File: src/design/dfpf_pkg.sv
// Shared types and constants for the distance frame parser and jump filter.
// No dependencies; used by every module in the design folder.
package dfpf_pkg;

   localparam int WINDOW_BYTES_DEF = 16;

   localparam int BYTE_W  = 8;
   localparam int MM_W    = 16;
   localparam int CM_W    = 13;
   localparam int CSR_W   = 16;
   localparam int CSR_IDX_W = 1;

   localparam logic [BYTE_W-1:0] START_BYTE = 8'hFF;

   localparam logic [MM_W-1:0] MIN_DIST_RESET   = 16'd280;
   localparam logic [CM_W-1:0] JUMP_LIMIT_RESET = 13'd15;

   // Divide by ten: floor(x * 52429 / 2^19) is exact for any 16-bit x
   localparam logic [MM_W-1:0] DIV10_MULT  = 16'd52429;
   localparam int              DIV10_SHIFT = 19;

   typedef enum logic [CSR_IDX_W-1:0] {
      CSR_MIN_DIST   = 1'd0,
      CSR_JUMP_LIMIT = 1'd1
   } csr_index_type;

   typedef enum logic [1:0] {
      ST_ACCEPT = 2'd0,
      ST_CSUM   = 2'd1,
      ST_CLOSE  = 2'd2,
      ST_HOLD   = 2'd3
   } status_type;

   // Frame verdict before the jump filter; ST_ACCEPT here means "valid reading"
   typedef struct packed {
      status_type      status;
      logic [CM_W-1:0] cm;
   } verdict_type;

endpackage

File: src/design/dfpf_frame.sv
// Byte input register, window/frame parser, checksum and range check.
// Depends on dfpf_pkg; feeds one verdict beat per completed frame to dfpf_filter.
module dfpf_frame #(
   parameter int WINDOW_BYTES = dfpf_pkg::WINDOW_BYTES_DEF
) (
   input  logic                         clock,
   input  logic                         reset,
   input  logic                         req_valid,
   output logic                         req_ready,
   input  logic [dfpf_pkg::BYTE_W-1:0]  req_rx_byte,
   input  logic [dfpf_pkg::MM_W-1:0]    min_distance_mm,
   output logic                         vrd_valid,
   input  logic                         vrd_ready,
   output dfpf_pkg::verdict_type        vrd
);

   localparam int FILL_W = $clog2(WINDOW_BYTES + 1);

   logic [dfpf_pkg::BYTE_W-1:0] byte_ff;
   logic                        byte_valid_ff, byte_valid_in;
   logic [FILL_W-1:0]           fill_ff, fill_in, fill_inc;
   logic                        start_ff, start_in;
   logic [1:0]                  after_ff, after_in;
   logic [dfpf_pkg::BYTE_W-1:0] high_ff, high_in, low_ff, low_in;
   logic                        vrd_valid_ff, vrd_valid_in;
   dfpf_pkg::verdict_type       vrd_ff, vrd_in;

   logic                        s2_free, take, frame_done;
   logic [dfpf_pkg::BYTE_W-1:0] csum;
   logic [dfpf_pkg::MM_W-1:0]   mm;
   logic [2*dfpf_pkg::MM_W-1:0] product;

   assign s2_free   = !vrd_valid_ff || vrd_ready;
   assign take      = byte_valid_ff && s2_free;
   assign req_ready = !byte_valid_ff || s2_free;

   assign byte_valid_in = (req_valid && req_ready) ? 1'b1 :
                          take                     ? 1'b0 : byte_valid_ff;

   assign fill_inc = fill_ff + FILL_W'(1);

   always_comb begin
      start_in   = start_ff;
      after_in   = after_ff;
      high_in    = high_ff;
      low_in     = low_ff;
      fill_in    = fill_ff;
      frame_done = 1'b0;
      if (take) begin
         fill_in = fill_inc;
         if (start_ff) begin
            case (after_ff)
               2'd0: begin
                  high_in  = byte_ff;
                  after_in = 2'd1;
               end
               2'd1: begin
                  low_in   = byte_ff;
                  after_in = 2'd2;
               end
               default: begin
                  frame_done = 1'b1;
               end
            endcase
         end else if (byte_ff == dfpf_pkg::START_BYTE) begin
            start_in = 1'b1;
            after_in = 2'd0;
         end
         // Drop the window on a finished frame or when it fills up
         if (frame_done || (fill_inc >= FILL_W'(WINDOW_BYTES))) begin
            fill_in  = '0;
            start_in = 1'b0;
            after_in = 2'd0;
         end
      end
   end

   // Checksum byte is byte_ff; high and low are already held
   assign csum    = dfpf_pkg::BYTE_W'(dfpf_pkg::START_BYTE + high_ff + low_ff);
   assign mm      = {high_ff, low_ff};
   assign product = mm * dfpf_pkg::DIV10_MULT;

   always_comb begin
      vrd_in.cm = product[dfpf_pkg::DIV10_SHIFT +: dfpf_pkg::CM_W];
      if (csum != byte_ff) begin
         vrd_in.status = dfpf_pkg::ST_CSUM;
      end else if (mm <= min_distance_mm) begin
         vrd_in.status = dfpf_pkg::ST_CLOSE;
      end else begin
         vrd_in.status = dfpf_pkg::ST_ACCEPT;
      end
   end

   assign vrd_valid_in = (take && frame_done) ? 1'b1 :
                         vrd_ready            ? 1'b0 : vrd_valid_ff;

   always_ff @(posedge clock) begin
      if (reset) begin
         byte_valid_ff <= 1'b0;
         fill_ff       <= '0;
         start_ff      <= 1'b0;
         after_ff      <= 2'd0;
         vrd_valid_ff  <= 1'b0;
      end else begin
         byte_valid_ff <= byte_valid_in;
         fill_ff       <= fill_in;
         start_ff      <= start_in;
         after_ff      <= after_in;
         vrd_valid_ff  <= vrd_valid_in;
      end
   end

   always_ff @(posedge clock) begin
      if (req_valid && req_ready) begin
         byte_ff <= req_rx_byte;
      end
      high_ff <= high_in;
      low_ff  <= low_in;
      if (take && frame_done) begin
         vrd_ff <= vrd_in;
      end
   end

   assign vrd_valid = vrd_valid_ff;
   assign vrd       = vrd_ff;

endmodule

File: src/design/dfpf_filter.sv
// Jump filter state and result register.
// Depends on dfpf_pkg; takes verdict beats from dfpf_frame.
module dfpf_filter (
   input  logic                         clock,
   input  logic                         reset,
   input  logic                         vrd_valid,
   output logic                         vrd_ready,
   input  dfpf_pkg::verdict_type        vrd,
   input  logic [dfpf_pkg::CM_W-1:0]    jump_limit_cm,
   output logic                         rsp_valid,
   input  logic                         rsp_ready,
   output logic [dfpf_pkg::CM_W-1:0]    rsp_distance_out_cm,
   output logic [1:0]                   rsp_status
);

   logic [dfpf_pkg::CM_W-1:0] last_ff, last_in;
   logic                      hold_ff, hold_in;
   logic                      rsp_valid_ff, rsp_valid_in;
   logic [dfpf_pkg::CM_W-1:0] dist_ff, dist_in;
   dfpf_pkg::status_type      status_ff, status_in;
   logic [dfpf_pkg::CM_W-1:0] diff;
   logic                      move;

   assign vrd_ready = !rsp_valid_ff || rsp_ready;
   assign move      = vrd_valid && vrd_ready;

   assign diff = (vrd.cm >= last_ff) ? (vrd.cm - last_ff) : (last_ff - vrd.cm);

   always_comb begin
      last_in   = last_ff;
      hold_in   = hold_ff;
      dist_in   = '0;
      status_in = vrd.status;
      if (vrd.status == dfpf_pkg::ST_ACCEPT) begin
         if (!hold_ff && (diff >= jump_limit_cm)) begin
            // Hold this reading; the next valid one goes through
            hold_in   = 1'b1;
            status_in = dfpf_pkg::ST_HOLD;
         end else begin
            hold_in = 1'b0;
            last_in = vrd.cm;
            dist_in = vrd.cm;
         end
      end
   end

   assign rsp_valid_in = move      ? 1'b1 :
                         rsp_ready ? 1'b0 : rsp_valid_ff;

   always_ff @(posedge clock) begin
      if (reset) begin
         last_ff      <= '0;
         hold_ff      <= 1'b0;
         rsp_valid_ff <= 1'b0;
      end else begin
         rsp_valid_ff <= rsp_valid_in;
         if (move) begin
            last_ff <= last_in;
            hold_ff <= hold_in;
         end
      end
   end

   always_ff @(posedge clock) begin
      if (move) begin
         dist_ff   <= dist_in;
         status_ff <= status_in;
      end
   end

   assign rsp_valid           = rsp_valid_ff;
   assign rsp_distance_out_cm = dist_ff;
   assign rsp_status          = status_ff;

endmodule

File: src/design/distance_frame_parser_filter_top.sv
// Top level of the distance frame parser and jump filter: CSRs and the two stages.
// Depends on dfpf_pkg, dfpf_frame and dfpf_filter.
//
//   port group  direction  beat
//   req_*       in         one received serial byte (rx_byte)
//   rsp_*       out        one distance result per completed frame
//   csr_*       in         register write, index 0 min distance, 1 jump limit
//
// One byte is taken every cycle unless the input is stalled; a frame's checksum byte goes
// through the input register, then the verdict register, then the result register, where its result is valid.
// The filter state advances when a verdict moves into the result register.
// A stalled result stalls the verdict and then the input; each stage keeps a
// beat while the next is full. Reset is synchronous.
module distance_frame_parser_filter_top #(
   parameter int WINDOW_BYTES = dfpf_pkg::WINDOW_BYTES_DEF
) (
   input  logic                            clock,
   input  logic                            reset,
   input  logic                            req_valid,
   output logic                            req_ready,
   input  logic [dfpf_pkg::BYTE_W-1:0]     req_rx_byte,
   output logic                            rsp_valid,
   input  logic                            rsp_ready,
   output logic [dfpf_pkg::CM_W-1:0]       rsp_distance_out_cm,
   output logic [1:0]                      rsp_status,
   input  logic                            csr_write_enable,
   input  logic [dfpf_pkg::CSR_IDX_W-1:0]  csr_index,
   input  logic [dfpf_pkg::CSR_W-1:0]      csr_write_data
);

   logic [dfpf_pkg::MM_W-1:0] min_dist_ff;
   logic [dfpf_pkg::CM_W-1:0] jump_limit_ff;
   logic                      vrd_valid, vrd_ready;
   dfpf_pkg::verdict_type     vrd;

   always_ff @(posedge clock) begin
      if (reset) begin
         min_dist_ff   <= dfpf_pkg::MIN_DIST_RESET;
         jump_limit_ff <= dfpf_pkg::JUMP_LIMIT_RESET;
      end else if (csr_write_enable) begin
         unique case (dfpf_pkg::csr_index_type'(csr_index))
            dfpf_pkg::CSR_MIN_DIST: begin
               min_dist_ff <= csr_write_data;
            end
            dfpf_pkg::CSR_JUMP_LIMIT: begin
               jump_limit_ff <= csr_write_data[dfpf_pkg::CM_W-1:0];
            end
            default: begin
            end
         endcase
      end
   end

   dfpf_frame #(
      .WINDOW_BYTES(WINDOW_BYTES)
   ) u_frame (
      .clock           (clock),
      .reset           (reset),
      .req_valid       (req_valid),
      .req_ready       (req_ready),
      .req_rx_byte     (req_rx_byte),
      .min_distance_mm (min_dist_ff),
      .vrd_valid       (vrd_valid),
      .vrd_ready       (vrd_ready),
      .vrd             (vrd)
   );

   dfpf_filter u_filter (
      .clock               (clock),
      .reset               (reset),
      .vrd_valid           (vrd_valid),
      .vrd_ready           (vrd_ready),
      .vrd                 (vrd),
      .jump_limit_cm       (jump_limit_ff),
      .rsp_valid           (rsp_valid),
      .rsp_ready           (rsp_ready),
      .rsp_distance_out_cm (rsp_distance_out_cm),
      .rsp_status          (rsp_status)
   );

endmodule
File: config.mk
export PLATFORM = sky130hd
export DESIGN_NAME = distance_frame_parser_filter_top
export DESIGN_NICKNAME = d
export VERILOG_FILES = /design/src/design/dfpf_pkg.sv /design/src/design/dfpf_frame.sv /design/src/design/dfpf_filter.sv /design/src/design/distance_frame_parser_filter_top.sv
export SDC_FILE = /design/constraint.sdc
export NUM_CORES = 1
export LEC_CHECK = 0
export BUFFER_PORTS_ARGS = -buffer_cell sky130_fd_sc_hd__buf_2
export CAP_MARGIN = 0
export CORE_MARGIN = 3
export CORE_UTILIZATION = 47
export DETAILED_ROUTE_END_ITERATION = 10
export GPL_ROUTABILITY_DRIVEN = 0
export PLACE_DENSITY = 0.6
export SETUP_SLACK_MARGIN = 0.2
export SLEW_MARGIN = 20
export SYNTH_ARGS = -nofsm -noshare
export SYNTH_HDL_FRONTEND = slang
export SYNTH_SLANG_ARGS = --single-unit
File: constraint.sdc
create_clock -name clock -period 5.9 [get_ports clock]
set_input_delay 1.18 -clock clock [delete_from_list [all_inputs] [get_ports clock]]
set_output_delay 1.18 -clock clock [all_outputs]
set_load 0.01 [all_outputs]
# After elaboration in Yosys (flattened, before gate mapping)
# Cells that the tools add are included.
classes:
  addsub: 5
  n_mul: 1
  n_lt_le_gt_ge: 4
  n_eq_ne: 4
  mux: 23
  bitwise: 3
  n_reduce_logical: 28
op_table:
  columns: ["op", "n"]
  rows:
  - ["16-bit by 16-bit multiplier with 32-bit output, second input constant", 1]
  - ["13-bit >= comparator", 2]
  - ["13-bit subtractor", 2]
  - ["16-bit <= comparator", 1]
  - ["1-bit two-way mux", 14]
  - ["13-bit two-way mux", 1]
  - ["2-bit two-way mux", 6]
  - ["3-bit AND reduction", 4]
  - ["8-bit adder", 1]
  - ["8-bit adder, first input constant", 1]
  - ["8-bit == test, second input constant", 1]
  - ["8-bit inequality test", 1]
  - ["2-bit AND reduction", 3]
  - ["2-bit nonzero test", 3]
  - ["5-bit by 1-bit adder with 5-bit output, second input constant", 1]
  - ["5-bit >= comparator, second input constant", 1]
  - ["1-bit logical AND", 5]
  - ["5-bit two-way mux", 1]
  - ["1-bit zero test", 4]
  - ["2-bit zero test", 2]
  - ["1-bit logical OR", 4]
  - ["4-bit inequality test, second input constant", 1]
  - ["2-bit case mux with 2 select lines", 1]
  - ["2-bit OR reduction", 2]
  - ["3 further kinds", 5]
totals:
  regBits: 108
  input_bits: 30
  output_inout_bits: 17
  wordCells: 85

# Logic depth before layout (Yosys ltp)
# Gate-level depths: netlist of the first run.
logic_depth:
  word_depth: 8
  ltp_mapped: 19
  mapped_depth_nobuf: 19

# By module
# A second synthesis of the first run with hierarchy kept.
hier_totals:
  hier_cells: 1178
  hier_area_um2: 11264.6
by_module_without_submodules:
  columns: ["module", "instances", "cells_per_inst", "area_each_um2", "seq_area_each_um2"]
  rows:
  - ["dfpf_frame", 1, 741, 7272.0, 1371.3]
  - ["dfpf_filter", 1, 321, 2753.9, 750.7]
  - ["distance_frame_parser_filter_top", 1, 116, 1238.7, 580.6]

# Worst setup path after synthesis of the first run
# Ideal clock, no wire load.
synth_path:
  path_type: "reg2reg"
  from: "register u_frame.low_ff[3] (netlist bit)"
  to: "register u_frame.vrd_ff, in the netlist u_frame.vrd[11] (data pin)"
  setup_time_ps: 195
  arrival_time_ps: 5050
  required_ps: 5705
  setup_slack_ps: 655
  path_stages_with_launch: 17
  n_path_buf: 0
  period_less_slack_ps: 5245
  cell_sequence: "edfxtp_1 ha_1 inv_1 fa_1 inv_1 fa_1 fa_1 fa_1 inv_1 fa_1 inv_1 ha_1 nand3_1 or3_1 o21ai_0 o31ai_1 o311ai_0"
synth_via:
  elab_chain_len: 1
synth_lines:
  columns: ["item", "line_no", "text"]
  rows:
  - ["start, declared", "dfpf_frame.sv:24", "logic [dfpf_pkg::BYTE_W-1:0] high_ff, high_in, low_ff, low_in;"]
  - ["start signal, assigned", "dfpf_frame.sv:118", "low_ff <= low_in;"]
  - ["16-bit by 16-bit multiplier with 32-bit output", "dfpf_frame.sv:81", "assign product = mm * dfpf_pkg::DIV10_MULT;"]
  - ["net u_frame.product (one bit)", "dfpf_frame.sv:31", "logic [2*dfpf_pkg::MM_W-1:0] product;"]
  - ["end signal, assigned", "dfpf_frame.sv:120", "vrd_ff <= vrd_in;"]
  - ["end, declared", "dfpf_frame.sv:26", "dfpf_pkg::verdict_type vrd_ff, vrd_in;"]
# The timed path passes the listed nets, and every way through them passes these cells.
# A chain may end at the register's enable or synchronous reset.

# Final worst setup path of the first run
layout_path:
  from: "register u_frame.low_ff[2] (netlist bit)"
  to: "register u_frame.vrd_ff, in the netlist u_frame.vrd[10] (data pin)"
# The elaborated chain is that of the path after synthesis.

==> summary.txt, run 1 <==
Post-synth cell types - 65
Gate Count Post-Synth - 1163
Crit Path Max Fanout - 6
# fillers - 2070
Reg area - 0.00270 sq mm
Die width - 159 microns
Post-synth EDFFs - 54
Top FF cell, synth - edfxtp_1
Routed wire length - 25100 microns
Critical Path End Type - register
DR iter-0 viols - 297
VDD IR max - 0.000143 V
Simple-Gate Fraction of Synth Area - 9.94%
Root Buffer - clkbuf_16
Fin crit share - 91.8%
Yosys reg bits - 108
Leak - 5.94 nW
Total gr overflow - 0
Top delay family on crit path - adder cells
DRT antenna net count - 0
Hold Vio Cnt, Final - 0
CP required - 6.00 ns
Final HPWL DP - 21100 microns
Syn nets - 1475
First-pass GRT wire length - 41700 microns
H-tree depth - 3
Layout Utilization - 52.6%
Layout cells sized above 1 - 8.04%
Hold-fix buffers at CTS - 0
Most frequent cells in the layout - inv_1 (246), ha_1 (199), nand2_1 (91)
Largest stage delay, worst path - 0.54 ns
Synth Area in Compound Gates - 12.2%
Diodes inserted - 0
Area grow syn2layout - 9.01%
Startpoint Class - register
Worst hold path type - register to register
Routed WL per cell - 16.4 microns
RSZ-0062 raised after global routing - no
CTS tree - done
Most common cell after layout, fill and taps aside - inv_1
Vias in the first global route - 8033
Sw frac - 24.4%
Synthesis warning total - 0
# DRC - 0
Largest net degree at the start of global routing - 53
Syn_area_per_cell - 9.45 sq um
Slew Viols, Final - 0
Share of power burned in registers - 52.0%
Worst path bufs/invs - 3
Synthesized area - 0.0110 sq mm
Final Skew - 0.0128 ns
WHS - 0.458 ns
Tightest Pin Transition - 0.967 ns
Clock latency on the worst-skew pair - 0.36 ns
Final setup vio count - 0
Layout Nets - 1526
Synth async-reset ratio - 0%
Reg clk slew, reported paths - 0.09 ns
Power Density - 130 mW/mm^2
Fmax - 185 MHz
Initial Util - 48.2%
Vias - 7890
Switching pwr - 0.000381 W
CTS Sinks - 108
Die height - 159 microns
Core area - 0.0228 sq mm
Worst Path Arrival - 5.52 ns
GRT Util Overall - 20.5%
Most numerous cell on the critical path - fa_1
Largest family of logic cells by synthesized area - adder cells
P_int - 0.00118 W
TNS Setup - 0 ns
Initial antenna violation count - 0
Clock network power share - 42.7%
Maximum clock insertion buffer count - 2
CP max stage cell - fa_1
Max_cap viols - 0
Tmin final - 5.42 ns
Gate power share - 5.3%
Critical path class - register to register
R2r setup slk - 0.48 ns
# IOs - 47
Seq/Total Area, Yosys - 24.6%
Num CTS Buffers - 9
Max-slew headroom - 35.5%
Critical-path cell list - buf_4 > ha_1 > xor2_1 > ha_1 > a21o_1 > fa_1 > fa_1 > fa_1 > inv_1 > fa_1 > inv_1 > ha_1 > and3_1 > nand4_1 > o41ai_1 > o31ai_1 > o21ai_0 > a21oi_1
Port bufs - 46
Mux cell area share after synthesis - 2.16%
Die area - 0.0252 sq mm
First-pass DRT Iterations - 4
Adder-cell share of the synthesized area - 37.8%
Post-synthesis xor/xnor area fraction - 3.82%
Multi-input gate area - 0.00726 sq mm
Vias/cell - 5.15
Status - completed
FP Rows - 55
[per-layer routing]
metal  track usage (%)  share of wire, %
met5                 0                 0
met4              4.97               2.1
met3              2.92               2.8
met2              34.5                47
met1              28.0                48
[through the flow]
stage | setup WS, ns | instances | area (sq um) | total power, W
after global placement | 0.468 | 1508 | 11600 | 0.000911
final | 0.482 | 1532 | 12000 | 0.00156
after CTS | 0.339 | 1524 | 11900 | 0.00158
after floorplan | 0.655 | 1163 | 11000 | 0.000882
after detailed placement | 0.340 | 1508 | 11600 | 0.000913
after global routing | 0.198 | 1532 | 12000 | 0.00162
[tightest hold or removal path: cells and delay by family (launching register included)]
family | cells | cell delay, ns
AOI/OAI and AO/OA | 1 | 0.05
and+or+nand+nor | 1 | 0.05
DFF | 1 | 0.32
[kinds of logic (layout without fill, tap and decap cells)]
logic type,after synthesis,count (layout)
XOR/XNOR,47,47
adder cells (fa/ha/maj),282,282
AO/OA/AOI/OAI,203,203
flip-flops,108,108
buffers and inverters,271,327
AND/OR/NAND/NOR,229,229
multiplexers,23,23
[what timing repair did]
| action | CTS | global route |
|---|---|---|
| gates resized for setup | 0 | 4 |
| setup buffers | 0 | 8 |
| endpoints found under the hold margin | 0 | 0 |
| endpoints found under the setup margin | 0 | 8 |
[power groups by stage]
stage               Clock [W]  Combinational, W  Sequential (W)
floorplan                   0         0.0000570        0.000825
global placement            0         0.0000819        0.000829
detailed placement          0         0.0000828        0.000830
CTS                  0.000681         0.0000839        0.000812
global route         0.000710         0.0000951        0.000815
finish               0.000667         0.0000829        0.000812
[final timing paths]
| kind | cells after the start | startpoint | to |
|---|---|---|---|
| max | 18 | u_frame.low_ff[2]$_DFFE_PP_ | u_frame.vrd[10]$_DFFE_PP_ |
| min | 2 | min_dist_ff[7]$_SDFFE_PP0P_ | min_dist_ff[7]$_SDFFE_PP0P_ |
| max reg2reg | 18 | u_frame.low_ff[2]$_DFFE_PP_ | u_frame.vrd[10]$_DFFE_PP_ |
| min reg2reg | 2 | min_dist_ff[7]$_SDFFE_PP0P_ | min_dist_ff[7]$_SDFFE_PP0P_ |
[Yosys cell counts (5+ instances only)]
cell type  instances  area share (%)
mux2i_1           20             1.8
nor2_1            48             1.6
nand2b_1           5            0.28
clkbuf_1          15            0.51
nand2_1           91             3.1
nor2b_1            9            0.51
a211o_1            7            0.56
nand3_1           14            0.64
o21bai_1           8            0.55
o21ai_0           24             1.1
a21o_1            40             2.7
dfxtp_1           54             9.8
ha_1             199              23
edfxtp_1          54              15
nand3b_1           5            0.34
a21oi_1           72             3.3
and2_1             5            0.28
nand4_1           15            0.85
buf_2              6            0.27
fa_1              83              15
inv_1            246             8.4
a211oi_1           7            0.48
xor2_1            19             1.5
and3_1            19             1.1
xnor2_1           27             2.2
a31oi_1            8            0.46
[sequential cells by signal (all words and copies together), names as in the netlist, 2 cells and up]
| signal | cells |
|---|---|
| u_filter.rsp_status | 2 |
| u_frame.byte_ff | 8 |
| u_frame.after_ff | 2 |
| min_dist_ff | 16 |
| jump_limit_ff | 13 |
| u_frame.vrd | 15 |
| u_frame.low_ff | 8 |
| u_filter.rsp_distance_out_cm | 13 |
| u_filter.last_ff | 13 |
| u_frame.fill_ff | 5 |
| u_frame.high_ff | 8 |
[final cells by class]
| class | instances | area share (%) |
|---|---|---|
| clock buffers | 9 | 1.88 |
| flip-flops and latches | 108 | 22.6 |
| repair buffers | 65 | 3.11 |
| inverters | 246 | 7.71 |
| well taps | 313 | 3.27 |
| clock inverters | 7 | 0.857 |
| multi-input cells | 784 | 60.6 |
(Power assumes the default switching activity.)
==> run 2, diff against run 1 <==
--- a/config.mk
+++ b/config.mk
@@ -11,9 +11,11 @@
 export CORE_UTILIZATION = 47
 export DETAILED_ROUTE_END_ITERATION = 10
 export GPL_ROUTABILITY_DRIVEN = 0
-export PLACE_DENSITY = 0.6
+export HOLD_SLACK_MARGIN = 0.15
+export PLACE_DENSITY = 0.59
 export SETUP_SLACK_MARGIN = 0.2
 export SLEW_MARGIN = 20
 export SYNTH_ARGS = -nofsm -noshare
 export SYNTH_HDL_FRONTEND = slang
+export SYNTH_HIERARCHICAL = 1
 export SYNTH_SLANG_ARGS = --single-unit
==> summary.txt, run 2 <==
FP Rows - 56 (+1.8%)
# IOs - 47 (unchanged)
Synthesis warning total - 6 (+6)
Status - completed
Yosys top cell by area - ha_1
GR peak layer - met2
Max-slew headroom - 37.7% (+2.2 points)
Worst Path Arrival - 5.66 ns (+0.14 ns)
H-tree depth - 3 (unchanged)
Layout cells sized above 1 - 10.6% (+2.6 points)
Synth async-reset ratio - 0% (unchanged)
Final Skew - 0.0124 ns (-0.000441 ns)
Hold Vio Cnt, Final - 0 (unchanged)
Fin crit share - 94.3% (+2.4 points)
Vias in the first global route - 8285 (+3.1%)
Seq/Total Area, Yosys - 24.0% (-0.61 points)
CTS Sinks - 108 (unchanged)
Max_cap viols - 0 (unchanged)
CP required - 6.00 ns (about the same)
Max FFs per register - 16 (unchanged)
# DRC - 0 (unchanged)
Grt met2 use - 35.5% (+0.98 points)
Die height - 161 microns (+1.2%)
RSZ-0062 raised after global routing - no
Most common cell after layout, fill and taps aside - inv_1
Most frequent cells in the layout - inv_1 (274), ha_1 (187), fa_1 (82)
Total gr overflow - 0 (unchanged)
CTS tree - done
DRT antenna net count - 0 (unchanged)
Top FF cell, synth - edfxtp_1
Placed cell count - 1537 (+1.9%)
WHS - 0.474 ns (+0.0164 ns)
Clock latency on the worst-skew pair - 0.36 ns (about the same)
VDD IR max - 0.000145 V (+1.3%)
Critical path class - register to register
Die width - 161 microns (+1.2%)
GRT met1 Usage - 28.8% (+0.88 points)
# fillers - 2192 (+5.9%)
Num CTS Buffers - 9 (unchanged)
Power Density - 123 mW/mm^2 (-5.7%)
First-pass GRT wire length - 43400 microns (+4.0%)
Leak - 6.08 nW (+2.3%)
Startpoint Class - register
First-pass DRT Iterations - 5 (+1)
Fmax - 180 MHz (-2.6%)
Tightest Pin Transition - 0.925 ns (-0.0419 ns)
DR iter-0 viols - 487 (+64%)
Layout Nets - 1550 (+1.6%)
Critical Path End Type - register
Largest net degree at the start of global routing - 49 (-7.5%)
TNS Setup - 0 ns (unchanged)
Crit Path Max Fanout - 5 (-1)
Hold-fix buffers at CTS - 0 (unchanged)
Final setup vio count - 0 (unchanged)
Top-area cell type share of the netlist area - 22.0% (-0.67 points)
Post-synth EDFFs - 54 (unchanged)
Routed WL per cell - 17.2 microns (+4.8%)
M3 GR Usage - 3.15% (+0.22 points)
Port bufs - 46 (unchanged)
Top post-synthesis cells by area - ha_1 (22%), fa_1 (15%), edfxtp_1 (14%)
Final HPWL DP - 22300 microns (+6.1%)
Top reg by flops - min_dist_ff
Syn nets - 1488 (+0.88%)
Worst hold path type - register to register
Most instantiated cells after synthesis - inv_1 (274), ha_1 (198), fa_1 (82), a21oi_1 (70)
Reg clk slew, reported paths - 0.08 ns (about the same)
Syn_area_per_cell - 9.56 sq um (+1.2%)
Slew Viols, Final - 0 (unchanged)
Gate Count Post-Synth - 1178 (+1.3%)
Post-synth cell types - 68 (+4.6%)
GRT Util Overall - 21.3% (+0.78 points)
Fin cells - 1565 (+2.2%)
Synthesized area - 0.0113 sq mm (+2.5%)
Yosys reg bits - 108 (unchanged)
Root Buffer - clkbuf_16
Initial Util - 47.8% (-0.39 points)
Routed wire length - 26900 microns (+7.1%)
Vias - 8124 (+3.0%)
Core area - 0.0235 sq mm (+3.4%)
Vias/cell - 5.19 (+0.79%)
Maximum clock insertion buffer count - 2 (unchanged)
Initial antenna violation count - 0 (unchanged)
Most common cell in the netlist - inv_1
Tmin final - 5.56 ns (+0.143 ns)
Die area - 0.0259 sq mm (+2.4%)
Area grow syn2layout - 10.4%
## run 2: cell types whose count changed in the layout (fill, tap and decap cells not counted), moves of 12 or more
| cell | delta |
|---|---|
| ha_1 | -12 |
| nand2_1 | -57 |
| nand2b_1 | +34 |
| buf_4 | +13 |
| and2_1 | +12 |
| and3_1 | -12 |
| nor2_1 | -21 |
| or4_1 | +14 |
| inv_1 | +28 |
## run 2: through the flow
| stage | area [sq um] | utilization, % | total power, W | worst slack [ns] |
|---|---|---|---|---|
| after floorplan | 11300 | - | 0.000890 | 0.466 |
| after global placement | 11900 | 50.6 | 0.000922 | 0.273 |
| after detailed placement | 11900 | 50.6 | 0.000923 | 0.171 |
| after CTS | 12200 | 52.0 | 0.00155 | 0.202 |
| after global routing | 12400 | 52.8 | 0.00159 | 0.157 |
| final | 12400 | 52.8 | 0.00153 | 0.339 |
## run 2: metal layers
| metal | vias to the layer above | wire, microns |
|---|---|---|
| li1 | 4048 | - |
| met1 | 3850 | 12400 |
| met2 | 187 | 12600 |
| met3 | 39 | 1230 |
| met4 | 0 | 726 |
| met5 | - | 0 |
## run 2: cells by family after synthesis
logic type,count (synthesis),share of synthesized area [%]
mux,27,2.41
xor+xnor,44,3.42
buf+inv,301,10.5
compound gates,202,12.0
fa+ha+maj,280,36.6
flops,108,24.0
simple gates,216,11.1
## run 2: worst paths after layout
check                                    start                            to  slack [ns]  cells past startpoint
hold reg to reg   min_dist_ff[13]$_SDFFE_PP0P_  min_dist_ff[13]$_SDFFE_PP0P_        0.47                      2
setup reg to reg   u_frame/low_ff[4]$_DFFE_PP_      u_frame/vrd[9]$_DFFE_PP_        0.34                     21
setup / recovery   u_frame/low_ff[4]$_DFFE_PP_      u_frame/vrd[9]$_DFFE_PP_        0.34                     21
hold / removal    min_dist_ff[13]$_SDFFE_PP0P_  min_dist_ff[13]$_SDFFE_PP0P_        0.47                      2
## run 2: repair_timing
item	CTS	global route
resized for setup	1	18
setup buffers	2	9
pin swaps	1	12
setup endpoints to repair	2	10
## run 2: layout make-up
type	instances	area, sq um	share of cell area [%]
multi-input cells	769	7530	60.5
flip-flops and latches	108	2700	21.7
inverters	274	1030	8.27
repair buffers	78	470	3.78
well taps	319	399	3.21
clock buffers	11	264	2.12
clock inverters	5	42.5	0.342
diodes	1	2.50	0.0201
## run 2: critical path, cell delays in order (launching register included)
cell and delay [ns]:
edfxtp_1 0.46, buf_4 0.18, ha_4 0.26, inv_1 0.05, fa_1 0.50, inv_1 0.05, fa_1 0.54, fa_1 0.45
fa_1 0.54, inv_1 0.05, fa_1 0.53, inv_1 0.06, ha_4 0.25, nand4_1 0.07, buf_4 0.16, buf_4 0.13
nand2b_1 0.06, o21ai_1 0.15, a21oi_2 0.09, o41ai_4 0.38, o21bai_1 0.16, xor2_1 0.16
## run 2: where the power goes
group | total, W | switching (W) | leakage [nW] | internal, W
clock | 0.000624 | 0.000296 | 0.147 | 0.000328
combinational | 0.0000910 | 0.0000510 | 4.97 | 0.0000399
sequential | 0.000816 | 0.0000155 | 0.960 | 0.000800
==> run 3, diff against run 2 <==
--- a/config.mk
+++ b/config.mk
@@ -12,10 +12,11 @@
 export DETAILED_ROUTE_END_ITERATION = 10
 export GPL_ROUTABILITY_DRIVEN = 0
 export HOLD_SLACK_MARGIN = 0.15
-export PLACE_DENSITY = 0.59
+export PLACE_DENSITY = 0.66
 export SETUP_SLACK_MARGIN = 0.2
 export SLEW_MARGIN = 20
 export SYNTH_ARGS = -nofsm -noshare
 export SYNTH_HDL_FRONTEND = slang
 export SYNTH_HIERARCHICAL = 1
 export SYNTH_SLANG_ARGS = --single-unit
+export TNS_END_PERCENT = 30
==> summary.txt, run 3 (synthesis gave the netlist of run 2 again) <==
First-pass GRT wire length - 41700 microns (-3.8%)
Final HPWL DP - 21200 microns (-5.2%)
Max_cap viols - 0 (unchanged)
Root Buffer - clkbuf_16
R2R depth - 16 (-24%)
WHS - 0.471 ns (-0.00319 ns)
Vias in the first global route - 8194 (-1.1%)
Hold Vio Cnt, Final - 0 (unchanged)
Critical path class - register to register
Hold depth - 1 (-1)
Largest net degree at the start of global routing - 68 (+39%)
# fillers - 2208 (+0.73%)
TNS Setup - 0 ns (unchanged)
Max-slew headroom - 24.5% (-13 points)
# IOs - 47 (unchanged)
Leak - 6.07 nW (about the same)
CTS tree - done
Pre-CTS setup slack - 0.194 ns (+0.0224 ns)
Layout Utilization - 52.7% (-0.12 points)
Setup WS post-layout - 0.385 ns (+0.0457 ns)
Die width - 161 microns (unchanged)
First-pass DRT Iterations - 5 (unchanged)
Layout cells sized above 1 - 10.1% (-0.54 points)
# DRC - 0 (unchanged)
Final setup vio count - 0 (unchanged)
Worst Path Arrival - 5.62 ns (-0.04 ns)
CTS Sinks - 108 (unchanged)
Worst hold path type - register to register
Area grow syn2layout - 10.1%
Hold Path Sink - jump_limit_ff[1]$_SDFFE_PP1P_
RR Startpoint - u_frame/low_ff[5]$_DFFE_PP_
Die area - 0.0259 sq mm (unchanged)
Initial Util - 47.8% (unchanged)
Slew Viols, Final - 0 (unchanged)
Status - completed
Clock latency on the worst-skew pair - 0.36 ns (about the same)
Most frequent cells in the layout - inv_1 (274), ha_1 (190), fa_1 (82)
DR iter-0 viols - 431 (-11%)
Core area - 0.0235 sq mm (unchanged)
Final Skew - 0.0144 ns (+0.00209 ns)
Initial antenna violation count - 0 (unchanged)
H-tree depth - 3 (unchanged)
Max FFs per register - 16 (unchanged)
Power Density - 122 mW/mm^2 (-1.3%)
RSZ-0062 raised after global routing - no
Tmin final - 5.52 ns (-0.0457 ns)
Hold-fix buffers at CTS - 0 (unchanged)
Critical Path End Type - register
Fin crit share - 93.5% (-0.77 points)
Startpoint Class - register
CP required - 6.00 ns (about the same)
Hold Startpoint - jump_limit_ff[1]$_SDFFE_PP1P_
Vias - 8166 (+0.52%)
Routed wire length - 25700 microns (-4.5%)
Maximum clock insertion buffer count - 2 (unchanged)
DRT antenna net count - 0 (unchanged)
Tightest Pin Transition - 1.12 ns (+0.198 ns)
R2r setup slk - 0.38 ns (+0.05 ns)
VDD IR max - 0.000154 V (+5.8%)
Reg clk slew, reported paths - 0.07 ns (about the same)
Crit Path Max Fanout - 6 (+1)
FP Rows - 56 (unchanged)
Routed WL per cell - 16.5 microns (-4.2%)
Layout Nets - 1547 (-0.19%)
Port bufs - 46 (unchanged)
Vias/cell - 5.23 (+0.77%)
Die height - 161 microns (unchanged)
Total gr overflow - 0 (unchanged)
GRT Util Overall - 20.3% (-1.0 points)
Num CTS Buffers - 9 (unchanged)
Diodes inserted - 0 (-1)
Top reg by flops - min_dist_ff
Reg2reg end - u_frame/vrd[9]$_DFFE_PP_
Fmax - 181 MHz (+0.83%)
Most common cell after layout, fill and taps aside - inv_1
run 3: per-layer routing:
| layer | GRT usage [%] | wire [microns] |
|---|---|---|
| met1 | 27.4 | 12000 |
| met2 | 34.1 | 12100 |
| met3 | 2.86 | 856 |
| met4 | 5.83 | 704 |
| met5 | 0 | 0 |
run 3: stage by stage:
step / cell area, sq um / cells / total power [W]
2_1_floorplan: 11300 / 1178 / 0.000890
3_3_place_gp: 11900 / 1534 / 0.000919
3_5_place_dp: 11900 / 1534 / 0.000922
4_1_cts: 12200 / 1550 / 0.00153
5_1_grt: 12400 / 1561 / 0.00157
6_report: 12400 / 1561 / 0.00151
run 3: layout make-up:
cell class	instances	area, sq um	share of cell area [%]
well taps	319	399	3.22
clock buffers	9	225	1.82
clock inverters	7	68.8	0.555
multi-input cells	769	7530	60.7
inverters	274	1030	8.29
flip-flops and latches	108	2700	21.8
repair buffers	75	448	3.61
run 3: worst max-delay path: stages, from the launching register on:
cell and delay [ns]:
edfxtp_1 0.53, ha_1 0.42, ha_1 0.36, fa_1 0.52
fa_1 0.52, fa_1 0.55, inv_1 0.05, fa_1 0.52
inv_1 0.04, ha_1 0.36, a21oi_4 0.22, o21ai_4 0.08
a221oi_2 0.20, a21oi_2 0.14, o41ai_4 0.43, o21bai_1 0.14
xor2_1 0.15
run 3: repair_timing:
action / CTS / global route
setup endpoints to repair: 1 / 10
buffers inserted: 0 / 11
endpoints found under the hold margin: 0 / 0
resized for setup: 0 / 21
pin swaps: 1 / 18
run 3: report_power, final:
group	total [W]	switching [W]	leakage [nW]	internal [W]
combinational	0.0000913	0.0000512	4.97	0.0000401
sequential	0.000813	0.0000134	0.960	0.000800
clock	0.000603	0.000304	0.145	0.000299
run 3: how the worst max path moves through the flow:
| stage | start | endpoint | slack, ns | cells after the start |
|---|---|---|---|---|
| 2_1_floorplan | u_frame/low_ff[7]$_DFFE_PP_ | u_frame/vrd[9]$_DFFE_PP_ | 0.47 | 18 |
| 3_3_place_gp | u_frame/high_ff[4]$_DFFE_PP_ | u_frame/vrd[9]$_DFFE_PP_ | 0.31 | 17 |
| 3_5_place_dp | u_frame/low_ff[7]$_DFFE_PP_ | u_frame/vrd[9]$_DFFE_PP_ | 0.19 | 18 |
| 4_1_cts | u_frame/low_ff[7]$_DFFE_PP_ | u_frame/vrd[10]$_DFFE_PP_ | 0.20 | 18 |
| 5_1_grt | u_frame/low_ff[5]$_DFFE_PP_ | u_frame/vrd[9]$_DFFE_PP_ | 0.19 | 19 |
| 6_report | u_frame/low_ff[5]$_DFFE_PP_ | u_frame/vrd[9]$_DFFE_PP_ | 0.38 | 16 |
